<file path="src/mesh_neighbor_table_update_macros.svh">
// Assertion macros used by the mesh neighbour table update controller.
// Expects clk and arst_n in the scope of each use.
`ifndef MESH_NEIGHBOR_TABLE_UPDATE_MACROS_SVH
`define MESH_NEIGHBOR_TABLE_UPDATE_MACROS_SVH

// same-cycle implication
`define MNTU_ASSERT_NOW(label, ante, cons, msg) \
	label: assert property (@(posedge clk) disable iff (!arst_n) (ante) |-> (cons)) \
		else $error(msg);

// next-cycle implication
`define MNTU_ASSERT_NEXT(label, ante, cons, msg) \
	label: assert property (@(posedge clk) disable iff (!arst_n) (ante) |=> (cons)) \
		else $error(msg);

`endif

</file>
<file path="src/mntu_pkg.sv">
// Package for the mesh neighbour table update block: sizes, codes, entry layout
// and the command/status structs between controller and datapath. No dependencies.
`timescale 1ns / 1ps

package mntu_pkg;

	localparam int TABLE_DEPTH = 16;
	localparam int IDX_W       = $clog2(TABLE_DEPTH);
	localparam int SLOT_W      = 4;
	localparam int ADDR_W      = 8;
	localparam int TICKS_W     = 16;
	localparam int COST_W      = 2;
	localparam int SVC_W       = 8;

	localparam logic [TICKS_W-1:0] REFRESH_RESET = 16'd30;
	localparam logic [ADDR_W-1:0]  NO_SECOND_HOP = 8'hFF;

	localparam logic [COST_W-1:0] COST_NONE  = 2'd0;
	localparam logic [COST_W-1:0] COST_ONE   = 2'd1;
	localparam logic [COST_W-1:0] COST_TWO   = 2'd2;
	localparam logic [COST_W-1:0] COST_THREE = 2'd3;

	typedef enum logic [1:0] {
		ACT_REFRESH = 2'd0,
		ACT_INSERT  = 2'd1,
		ACT_SKIP    = 2'd2,
		ACT_FULL    = 2'd3
	} action_t;

	typedef enum logic {
		OP_SENDER   = 1'b0,
		OP_NEIGHBOR = 1'b1
	} op_t;

	typedef struct packed {
		logic [TICKS_W-1:0] ticks;
		logic [ADDR_W-1:0]  dest;
		logic [ADDR_W-1:0]  next_hop;
		logic [ADDR_W-1:0]  second_hop;
		logic [COST_W-1:0]  cost;
		logic [SVC_W-1:0]   services;
	} entry_t;

	typedef struct packed {
		logic load;
		logic rd;
		logic commit;
	} cmd_t;

	typedef struct packed {
		logic scan_last;
		logic out_free;
	} sts_t;

endpackage

</file>
<file path="src/mntu_dp.sv">
// Datapath: item and config registers, route table memory, scan evaluation,
// update decision and output register. Depends on mntu_pkg.
`timescale 1ns / 1ps

module mntu_dp (
	input  logic                          clk,
	input  logic                          arst_n,
	input  mntu_pkg::cmd_t                cmd,
	output mntu_pkg::sts_t                sts,
	input  logic                          operation,
	input  logic [mntu_pkg::ADDR_W-1:0]   origin_addr,
	input  logic [mntu_pkg::ADDR_W-1:0]   hop_addr,
	input  logic [mntu_pkg::ADDR_W-1:0]   second_hop_addr,
	input  logic [mntu_pkg::SVC_W-1:0]    service_bits,
	input  logic                          cfg_we,
	input  logic [mntu_pkg::TICKS_W-1:0]  cfg_wdata,
	output logic                          out_valid,
	input  logic                          out_stall,
	output logic [1:0]                    action,
	output logic [mntu_pkg::SLOT_W-1:0]   slot,
	output logic [mntu_pkg::COST_W-1:0]   route_cost
);

	mntu_pkg::op_t                  op_q;
	logic [mntu_pkg::ADDR_W-1:0]    sender_q;
	logic [mntu_pkg::ADDR_W-1:0]    hop_q;
	logic [mntu_pkg::ADDR_W-1:0]    second_q;
	logic [mntu_pkg::SVC_W-1:0]     svc_q;
	logic [mntu_pkg::TICKS_W-1:0]   refresh_q;

	mntu_pkg::entry_t               route_mem_q [mntu_pkg::TABLE_DEPTH];
	logic [mntu_pkg::TABLE_DEPTH-1:0] valid_q;
	logic [mntu_pkg::IDX_W-1:0]     cnt_q;

	logic                           rd_s1;
	logic                           rd_live_s1;
	logic [mntu_pkg::IDX_W-1:0]     rd_idx_s1;
	mntu_pkg::entry_t               rd_word_s1;

	logic                           hit_q;
	logic                           hit_second_q;
	logic [mntu_pkg::IDX_W-1:0]     hit_idx_q;
	mntu_pkg::entry_t               hit_word_q;
	logic                           free_q;
	logic [mntu_pkg::IDX_W-1:0]     free_idx_q;
	mntu_pkg::entry_t               free_word_q;

	logic                           out_valid_q;
	mntu_pkg::action_t              action_q;
	logic [mntu_pkg::SLOT_W-1:0]    slot_q;
	logic [mntu_pkg::COST_W-1:0]    cost_q;

	logic                           match_first;
	logic                           match_second;
	logic                           entry_hit;
	logic                           entry_free;

	logic                           wr_en;
	logic [mntu_pkg::IDX_W-1:0]     wr_idx;
	mntu_pkg::entry_t               wr_word;
	mntu_pkg::action_t              res_act;
	logic [mntu_pkg::COST_W-1:0]    res_cost;

	assign sts.scan_last = (cnt_q == mntu_pkg::IDX_W'(mntu_pkg::TABLE_DEPTH - 1));
	assign sts.out_free  = !out_valid_q || !out_stall;

	assign match_first  = (op_q == mntu_pkg::OP_SENDER) ? (rd_word_s1.dest == sender_q)
	                                                    : (rd_word_s1.dest == hop_q);
	assign match_second = (op_q == mntu_pkg::OP_NEIGHBOR) && (rd_word_s1.dest == second_q);
	assign entry_hit    = rd_s1 && rd_live_s1 && (match_first || match_second);
	assign entry_free   = rd_s1 && !rd_live_s1;

	always_comb begin
		wr_en    = 1'b0;
		wr_idx   = free_idx_q;
		wr_word  = free_word_q;
		res_act  = mntu_pkg::ACT_FULL;
		res_cost = mntu_pkg::COST_NONE;
		if (hit_q) begin
			wr_idx  = hit_idx_q;
			wr_word = hit_word_q;
		end
		wr_word.ticks    = refresh_q;
		wr_word.next_hop = sender_q;
		priority if (hit_q) begin
			if (op_q == mntu_pkg::OP_SENDER) begin
				wr_en         = 1'b1;
				wr_word.dest  = sender_q;
				wr_word.cost  = mntu_pkg::COST_ONE;
				res_act       = mntu_pkg::ACT_REFRESH;
				res_cost      = mntu_pkg::COST_ONE;
			end else if (!hit_second_q) begin
				if (hit_word_q.cost == mntu_pkg::COST_ONE) begin
					res_act  = mntu_pkg::ACT_SKIP;
					res_cost = mntu_pkg::COST_ONE;
				end else begin
					wr_en            = 1'b1;
					wr_word.dest     = hop_q;
					wr_word.cost     = mntu_pkg::COST_TWO;
					wr_word.services = svc_q;
					res_act          = mntu_pkg::ACT_REFRESH;
					res_cost         = mntu_pkg::COST_TWO;
				end
			end else begin
				if (hit_word_q.cost != mntu_pkg::COST_THREE) begin
					res_act  = mntu_pkg::ACT_SKIP;
					res_cost = hit_word_q.cost;
				end else begin
					wr_en              = 1'b1;
					wr_word.dest       = second_q;
					wr_word.second_hop = hop_q;
					wr_word.cost       = mntu_pkg::COST_THREE;
					wr_word.services   = svc_q;
					res_act            = mntu_pkg::ACT_REFRESH;
					res_cost           = mntu_pkg::COST_THREE;
				end
			end
		end else if (free_q) begin
			wr_en   = 1'b1;
			res_act = mntu_pkg::ACT_INSERT;
			if (op_q == mntu_pkg::OP_SENDER) begin
				wr_word.dest = sender_q;
				wr_word.cost = mntu_pkg::COST_ONE;
			end else if (second_q == mntu_pkg::NO_SECOND_HOP) begin
				wr_word.dest     = hop_q;
				wr_word.cost     = mntu_pkg::COST_TWO;
				wr_word.services = svc_q;
			end else begin
				wr_word.dest       = second_q;
				wr_word.second_hop = hop_q;
				wr_word.cost       = mntu_pkg::COST_THREE;
				wr_word.services   = svc_q;
			end
			res_cost = wr_word.cost;
		end else begin
			wr_en = 1'b0;
		end
	end

	// item payload
	always_ff @(posedge clk) begin
		if (cmd.load) begin
			op_q     <= mntu_pkg::op_t'(operation);
			sender_q <= origin_addr;
			hop_q    <= hop_addr;
			second_q <= second_hop_addr;
			svc_q    <= service_bits;
		end
	end

	// table memory: one read or one write per cycle
	always_ff @(posedge clk) begin
		if (cmd.commit && wr_en) begin
			route_mem_q[wr_idx] <= wr_word;
		end
		if (cmd.rd) begin
			rd_word_s1 <= route_mem_q[cnt_q];
		end
	end

	// scan records and result payload
	always_ff @(posedge clk) begin
		if (cmd.rd) begin
			rd_idx_s1  <= cnt_q;
			rd_live_s1 <= valid_q[cnt_q];
		end
		if (entry_hit && !hit_q) begin
			hit_second_q <= !match_first;
			hit_idx_q    <= rd_idx_s1;
			hit_word_q   <= rd_word_s1;
		end
		if (entry_free && !free_q) begin
			free_idx_q  <= rd_idx_s1;
			free_word_q <= rd_word_s1;
		end
		if (cmd.commit) begin
			action_q <= res_act;
			cost_q   <= res_cost;
			slot_q   <= (res_act == mntu_pkg::ACT_FULL) ? '0 : mntu_pkg::SLOT_W'(wr_idx);
		end
	end

	always_ff @(posedge clk or negedge arst_n) begin
		if (!arst_n) begin
			refresh_q   <= mntu_pkg::REFRESH_RESET;
			valid_q     <= '0;
			cnt_q       <= '0;
			rd_s1       <= 1'b0;
			hit_q       <= 1'b0;
			free_q      <= 1'b0;
			out_valid_q <= 1'b0;
		end else begin
			if (cfg_we) begin
				refresh_q <= cfg_wdata;
			end
			rd_s1 <= cmd.rd;
			if (cmd.load) begin
				cnt_q  <= '0;
				hit_q  <= 1'b0;
				free_q <= 1'b0;
			end else begin
				if (cmd.rd) begin
					cnt_q <= cnt_q + mntu_pkg::IDX_W'(1);
				end
				if (entry_hit) begin
					hit_q <= 1'b1;
				end
				if (entry_free) begin
					free_q <= 1'b1;
				end
			end
			if (cmd.commit && wr_en) begin
				valid_q[wr_idx] <= |refresh_q;
			end
			if (cmd.commit) begin
				out_valid_q <= 1'b1;
			end else if (!out_stall) begin
				out_valid_q <= 1'b0;
			end
		end
	end

	assign out_valid  = out_valid_q;
	assign action     = action_q;
	assign slot       = slot_q;
	assign route_cost = cost_q;

endmodule

</file>
<file path="src/mntu_ctrl.sv">
// Controller: sequences load, table scan, drain and commit for one word.
// Depends on mntu_pkg and the assertion macro header.
`timescale 1ns / 1ps
`include "mesh_neighbor_table_update_macros.svh"

module mntu_ctrl (
	input  logic           clk,
	input  logic           arst_n,
	input  logic           in_valid,
	output logic           in_stall,
	output mntu_pkg::cmd_t cmd,
	input  mntu_pkg::sts_t sts
);

	typedef enum logic [1:0] {
		ST_IDLE,
		ST_SCAN,
		ST_DRAIN,
		ST_COMMIT
	} state_t;

	state_t state_q;
	logic   accept;

	assign accept     = (state_q == ST_IDLE) && in_valid;
	assign in_stall   = (state_q != ST_IDLE);
	assign cmd.load   = accept;
	assign cmd.rd     = (state_q == ST_SCAN);
	assign cmd.commit = (state_q == ST_COMMIT) && sts.out_free;

	always_ff @(posedge clk or negedge arst_n) begin
		if (!arst_n) begin
			state_q <= ST_IDLE;
		end else begin
			unique case (state_q)
				ST_IDLE: begin
					if (accept) begin
						state_q <= ST_SCAN;
					end
				end
				ST_SCAN: begin
					if (sts.scan_last) begin
						state_q <= ST_DRAIN;
					end
				end
				ST_DRAIN: begin
					state_q <= ST_COMMIT;
				end
				ST_COMMIT: begin
					if (sts.out_free) begin
						state_q <= ST_IDLE;
					end
				end
				default: begin
					state_q <= ST_IDLE;
				end
			endcase
		end
	end

	`MNTU_ASSERT_NEXT(a_accept_scan, accept, state_q == ST_SCAN, "accepted word did not start a scan")
	`MNTU_ASSERT_NEXT(a_scan_end, cmd.rd && sts.scan_last, state_q == ST_DRAIN, "scan overran the table")
	`MNTU_ASSERT_NOW(a_commit_free, cmd.commit, sts.out_free && !cmd.rd, "commit into a held result")

endmodule

</file>
<file path="src/mesh_neighbor_table_update.sv">
// Top level of the mesh neighbour table update block.
// Depends on mntu_pkg, mntu_ctrl and mntu_dp.
`timescale 1ns / 1ps
//
//   channel  handshake              payload
//   input    in_valid / in_stall    operation, origin_addr, hop_addr,
//                                   second_hop_addr, service_bits
//   output   out_valid / out_stall  action, slot, route_cost
//   config   cfg_we                 cfg_wdata (refresh_ticks)
//
// Each word is handled by a serial scan of the table memory through its single
// read port, one entry a cycle; the result is registered at commit. A held
// result stalls the commit, but the next word is still taken once the commit
// has gone through.
// arst_n clears control state and marks every table entry invalid at once.

module mesh_neighbor_table_update (
	input  logic                          clk,
	input  logic                          arst_n,
	input  logic                          in_valid,
	output logic                          in_stall,
	input  logic                          operation,
	input  logic [mntu_pkg::ADDR_W-1:0]   origin_addr,
	input  logic [mntu_pkg::ADDR_W-1:0]   hop_addr,
	input  logic [mntu_pkg::ADDR_W-1:0]   second_hop_addr,
	input  logic [mntu_pkg::SVC_W-1:0]    service_bits,
	output logic                          out_valid,
	input  logic                          out_stall,
	output logic [1:0]                    action,
	output logic [mntu_pkg::SLOT_W-1:0]   slot,
	output logic [mntu_pkg::COST_W-1:0]   route_cost,
	input  logic                          cfg_we,
	input  logic [mntu_pkg::TICKS_W-1:0]  cfg_wdata
);

	mntu_pkg::cmd_t cmd;
	mntu_pkg::sts_t sts;

	mntu_ctrl u_ctrl (
		.clk      (clk),
		.arst_n   (arst_n),
		.in_valid (in_valid),
		.in_stall (in_stall),
		.cmd      (cmd),
		.sts      (sts)
	);

	mntu_dp u_dp (
		.clk             (clk),
		.arst_n          (arst_n),
		.cmd             (cmd),
		.sts             (sts),
		.operation       (operation),
		.origin_addr     (origin_addr),
		.hop_addr        (hop_addr),
		.second_hop_addr (second_hop_addr),
		.service_bits    (service_bits),
		.cfg_we          (cfg_we),
		.cfg_wdata       (cfg_wdata),
		.out_valid       (out_valid),
		.out_stall       (out_stall),
		.action          (action),
		.slot            (slot),
		.route_cost      (route_cost)
	);

endmodule
</file>
<file path="config.mk">
export PLATFORM = sky130hd
export DESIGN_NAME = mesh_neighbor_table_update
export DESIGN_NICKNAME = d
export VERILOG_FILES = /design/src/mntu_pkg.sv /design/src/mntu_dp.sv /design/src/mntu_ctrl.sv /design/src/mesh_neighbor_table_update.sv
export VERILOG_INCLUDE_DIRS = /design/src /design/src/src
export SDC_FILE = /design/constraint.sdc
export NUM_CORES = 1
export LEC_CHECK = 0
export BUFFER_PORTS_ARGS = -buffer_cell sky130_fd_sc_hd__buf_2
export CAP_MARGIN = 20
export CORE_MARGIN = 1.5
export CORE_UTILIZATION = 50
export DETAILED_ROUTE_END_ITERATION = 16
export PLACE_DENSITY = 0.69
export SLEW_MARGIN = 0
export SYNTH_ARGS = -nofsm -noshare
export SYNTH_HDL_FRONTEND = slang
export SYNTH_SLANG_ARGS = --single-unit
</file>
<file path="constraint.sdc">
create_clock -name clk -period 2.48 [get_ports clk]
set_input_delay 0.124 -clock clk [delete_from_list [all_inputs] [get_ports clk]]
set_output_delay 0.124 -clock clk [all_outputs]
set_load 0.02 [all_outputs]
</file>
# Word level (Yosys, flattened, before mapping)
# Memories as Yosys holds them, arrays and structs flattened. A register that Yosys moved wholly into a read port is not among the register bits.
# Cells that the tools add are included.
# op_classes
addsub,1
magnitude_cmp,3
eq_ne,15
muxes,62
n_reduce_logical,25
# op_table
op,n
two-way mux 8 bit,14
two-way mux 18 bit,3
two-way mux 2 bit,17
two-way mux 34 bit,1
== test 8 bit,3
two-way mux 10 bit,2
two-way mux 1 bit,17
bitwise mux 16 bit,1
OR reduction 16 bit,1
two-way mux 4 bit,3
logical AND 1 bit,10
< comparator 4 x 5 -> 1 bit (second input constant),2
two-way mux 9 bit,1
== test 8 bit (second input constant),1
one-hot mux 2 bit (4 select lines),1
nonzero test 2 bit,4
== test 2 bit (second input constant),3
zero test 1 bit,6
inequality test 2 x 1 -> 1 bit (second input constant),3
adder 4 x 1 -> 4 bit (second input constant),1
binary-select mux 1 bit (select 4 bit),1
demux 1 bit (select 4 bit),1
== test 2 x 1 -> 1 bit (second input constant),2
== test 4 bit (second input constant),1
other kinds (5),7
# totals
reg_bits,165
ramBits,800
out_inout_bits,10
elab_cells,138
memories,1
# memory_table
memory,words,width,rd,rd_clocked_by_memory_dff,wr,line_no,source
u_dp.route_mem_q,16,50,1,1,1,mntu_dp.sv:31,mntu_pkg::entry_t route_mem_q [mntu_pkg::TABLE_DEPTH];

# Logic depth before layout (Yosys ltp)
# depth
depth_word,8
mapped_depth,7
depth_no_buf,7

# Cells and area by module
# From an unflattened synthesis, not the netlist that was laid out.
# hier_totals
hier_cells,623
area_unflattened_um2,11318.4
# modules_own_cells
module,instances,cells_per_inst,area_per_inst_um2
mntu_dp,1,603,11130.7
mntu_ctrl,1,20,187.7

# Worst setup path after synthesis
# OpenSTA, ideal clock, no wires.
# synth_timing
path_type,reg2reg
from,register u_dp.op_q
to,"register u_dp.hit_idx_q[0] (netlist name), enable pin"
arrival_ns,2.341
path_slack_ns,-0.272
path_stages_with_launch,6
n_path_buf,3
cell_sequence,edfxtp_1 > buf_6 > clkbuf_2 > clkbuf_1 > nand4_1 > a211oi_1
# synth_via
elab_chain_cells,4
word_cells_on_any_way,5
# synth_lines
element,line_no,source
"start, declared",mntu_dp.sv:24,mntu_pkg::op_t op_q;
"start signal, assigned",mntu_dp.sv:143,op_q <= mntu_pkg::op_t'(operation);
two-way mux 1 bit / logical AND 1 bit (equally long branches),"mntu_dp.sv:67, mntu_dp.sv:69",
logical OR 1 bit *,mntu_dp.sv:70,assign entry_hit = rd_s1 && rd_live_s1 && (match_first || match_second);
logical AND 1 bit *,mntu_dp.sv:70,
logical AND 1 bit *,mntu_dp.sv:167,if (entry_hit && !hit_q) begin
"end signal, assigned",mntu_dp.sv:169,hit_idx_q <= rd_idx_s1;
"end, declared",mntu_dp.sv:42,logic [mntu_pkg::IDX_W-1:0] hit_idx_q;
# Mark *: on every way between the ends. The rest lies on a longest branch, timed or not.
# A chain may end at the register's enable or synchronous reset.

==> results_dict.tcl <==
set metrics [dict create \
    ys_seq_area_share_pct 71.0 \
    relSlewSlack_pct 30.9 \
    gp_congestion 0.817 \
    via_count 6298 \
    synthArstFlopShare_pct 15.1 \
    synth-seq-cells 279 \
    dp_slack_ns -0.0772 \
    cap_violations 0 \
    syn2layout_area_growth_pct 18.7 \
    io_buffers 55 \
    cp-startpoint "u_ctrl.state_q[1]" \
    violations "setup timing" \
    p_per_area_mw_per_mm2 1050 \
    cts-root-buf "clkbuf_16" \
    fin_area_mm2 0.0137 \
    rsz0062_at_grt "true" \
    cts_tree "done" \
    power.share.sequential_pct 46.0 \
    synth_nets 702 \
    grt_usage_pct 19.4 \
    drt_iter0_drc 452 \
    ys_top_cells_by_area "edfxtp_1 (62%), dfrtp_1 (8.3%), mux4_2 (5.7%), mux4_1 (3.4%), mux2_2 (2.8%)" \
    cts_buffers 28 \
    p_int_w 0.0103 \
    r2r_start "u_ctrl.state_q[1]" \
    path_clk_slew_ns 0.06 \
    crit_type "register to register" \
    ys.flop_type "edfxtp_1" \
    synth_common_cells "edfxtp_1 (237), dfrtp_1 (38), mux2_2 (29), mux4_2 (29), nor2b_1 (22)" \
    grt.overflow.total 0 \
    grt_max_degree 49 \
    pwr-share-comb_pct 25.4 \
    crit_path_max_fanout 11 \
    worstMarginPinSlew_ns 1.03 \
    grt_antenna_before_repair 0 \
    fin_crit_ns 2.53 \
    status "finished with violations" \
    grt_pass1_vias 6556 \
    hold_path.class "input port to register" \
    synth_edf_count 237 \
    synthMostInstantiatedCell "edfxtp_1" \
    grt_pass1_wl_um 36000 \
    drv_slew 0 \
    layout_setup_ws_ns -0.0475 \
    start_util_pct 50.9 \
    h-tree-depth 1 \
    r2r-end "u_dp.valid_q[9]" \
    drive_gt1_share_pct 27.6 \
    nFillCells 1620 \
    die_h_um 155 \
    crit_slowest_cell "nor2_1" \
    totalNegativeSetupSlack_ns -0.0475 \
    power_frac_clock_pct 28.6 \
    die_w_um 155 \
    worstPathArrival_ns 2.95 \
    wirelength_um 22600 \
    pin_count 64 \
    fmax_mhz 396 \
    dpl-instance-area_mm2 0.0123 \
    avgSynthCellArea_um2 17.9 \
    avgRoutedWirePerCell_um 20.9 \
    yosys_warnings 0 \
    holdWs_ns 0.0965 \
    die-area_mm2 0.0239 \
    first_pass_iters 5 \
    ant_nets 0 \
    rows 55 \
    clockBufferDepth 3 \
    syn_area_mm2 0.0115 \
    min_to "u_ctrl.state_q[0]" \
    hold_violations 0 \
    cp-start-kind "register" \
    r2r_cells 7 \
    clock_sinks 279 \
    cts_setup_buffers 0 \
    core_area_mm2 0.0226 \
    finalCritPeriodShare_pct 102 \
    clk_latency_ns 0.53 \
    dp_hpwl_um 15000 \
    endpoint_kind "register" \
    synthCells 642 \
    power_switching_share_pct 28.1 \
    crit_chain "ha_1 > a21boi_1 > buf_4 > o311a_4 > nand2_2 > nor2_1 > mux2_2" \
    setup_viol 1 \
    crit_path_max_incr_delay_ns 0.82 \
    leakage_nw 4.76 \
    final_nets 835 \
    worstPathRequired_ns 2.90 \
    whs_path_depth 4 \
    diodes 0 \
    post_drt_via_cell_ratio 5.82 \
    power_switching_w 0.00403 \
    drc 0 \
    reg2reg_slack_ns -0.05 \
    skew_ns 0.0149 \
    yosysTopAreaCellShare_pct 61.8 \
    yosysTopAreaCell "edfxtp_1" \
    hold_path_startpoint "in_valid" \
    max-vdd-ir-drop_mv 0.503 \
    ys_types 57 \
]
how the worst max path moves through the flow:
| stage | endpoint |
|---|---|
| 2_1_floorplan | u_dp.valid_q[1] |
| 3_3_place_gp | u_dp.valid_q[5] |
| 3_5_place_dp | u_dp.valid_q[7] |
| 4_1_cts | u_dp.valid_q[5] |
| 5_1_grt | u_dp.valid_q[9] |
| 6_report | u_dp.valid_q[9] |
worst max-delay path, delay by kind of cell, from the launching register on:
kind	cells	cell delay [ns]
adder cells (fa/ha/maj)	1	0.18
AO/OA/AOI/OAI	2	0.39
flip-flops	1	0.35
AND/OR/NAND/NOR	2	0.94
buffers and inverters	1	0.13
multiplexers	1	0.41
per-stage QoR:
| step | power (W) | util (%) | std cells |
|---|---|---|---|
| 4_1_cts | 0.0144 | 60.2 | 1082 |
| 5_1_grt | 0.0150 | 60.4 | 1082 |
| 3_3_place_gp | 0.0101 | 54.3 | 987 |
| 2_1_floorplan | 0.00913 | - | 642 |
| 3_5_place_dp | 0.0103 | 54.3 | 987 |
| 6_report | 0.0143 | 60.4 | 1082 |
flip-flops by register name (all words and copies together) (netlist names), 4 cells and up:
name	cells
u_dp.slot	4
u_dp.hit_word_q	10
u_dp.cnt_q	4
u_dp.free_word_q	10
u_dp.rd_idx_s1	4
u_dp.free_idx_q	4
u_dp.rd_word_s1	10
u_dp.hit_idx_q	4
u_dp.hop_q	8
u_dp.sender_q	8
u_dp.route_mem_q	160
u_dp.valid_q	16
u_dp.second_q	8
u_dp.refresh_q	16
layout by cell type (no fill, tap or decap), drive strengths merged, types with 2 or more instances in the layout:
| cell | instances |
|---|---|
| inv | 8 |
| mux2i | 20 |
| nor3 | 12 |
| a211oi | 12 |
| o311ai | 8 |
| nor2 | 25 |
| o311a | 2 |
| a22o | 2 |
| dlygate4sd3 | 43 |
| a21oi | 15 |
| a211o | 8 |
| xnor2 | 10 |
| a21o | 3 |
| xor2 | 9 |
| a31oi | 2 |
| dfstp | 4 |
| o22a | 8 |
| mux4 | 44 |
| nand4 | 5 |
| nor4 | 7 |
| bufinv | 2 |
| buf | 94 |
| clkinv | 8 |
| and2 | 3 |
| nand2 | 19 |
| o21ai | 15 |
| ha | 6 |
| nor3b | 2 |
| edfxtp | 237 |
| nand3 | 3 |
| clkbuf | 42 |
| dfrtp | 38 |
| o22ai | 8 |
| mux2 | 32 |
| a22oi | 8 |
| nor2b | 22 |
cell type report:
| cell class | instances | area [um2] | area share (%) |
|---|---|---|---|
| inverters | 8 | 30.0 | 0.220 |
| flip-flops and latches | 279 | 8170 | 59.8 |
| clock buffers | 42 | 805 | 5.89 |
| repair buffers | 137 | 1050 | 7.70 |
| well taps | 285 | 357 | 2.61 |
| clock inverters | 10 | 100 | 0.732 |
| multi-input cells | 321 | 3150 | 23.0 |
cell families (layout without fill, tap and decap cells):
group                      Yosys count  in the layout  synth area share [%]
AOI/OAI and AO/OA                   99             99                  6.28
xor gates and xnor gates            19             19                  1.45
adders and majority gates            6              6                 0.652
buffers and inverters               42            197                  2.03
DFF                                279            279                  71.0
muxes                               96             96                  14.0
and+or+nand+nor                    101            101                  4.65
power by group through the flow:
stage	sequential, W	combinational, W	clock [W]
after CTS	0.00659	0.00367	0.00418
after global routing	0.00666	0.00400	0.00435
after global placement	0.00665	0.00349	0
final	0.00660	0.00365	0.00410
after floorplan	0.00662	0.00252	0
after detailed placement	0.00668	0.00359	0
layer usage:
layer	vias up	wire length (um)	GRT usage, %
li1	2855	-	-
met1	3215	9580	26.0
met2	189	11400	33.2
met3	39	1160	3.45
met4	0	445	4.58
met5	-	0	0
timing repair:
action | CTS | global route
endpoints found under the hold margin | 68 | 0
hold buffers | 43 | 0
resized for setup | 7 | 8
endpoints found under the setup margin | 10 | 59
Note: power is estimated with default switching activity, not from simulation.
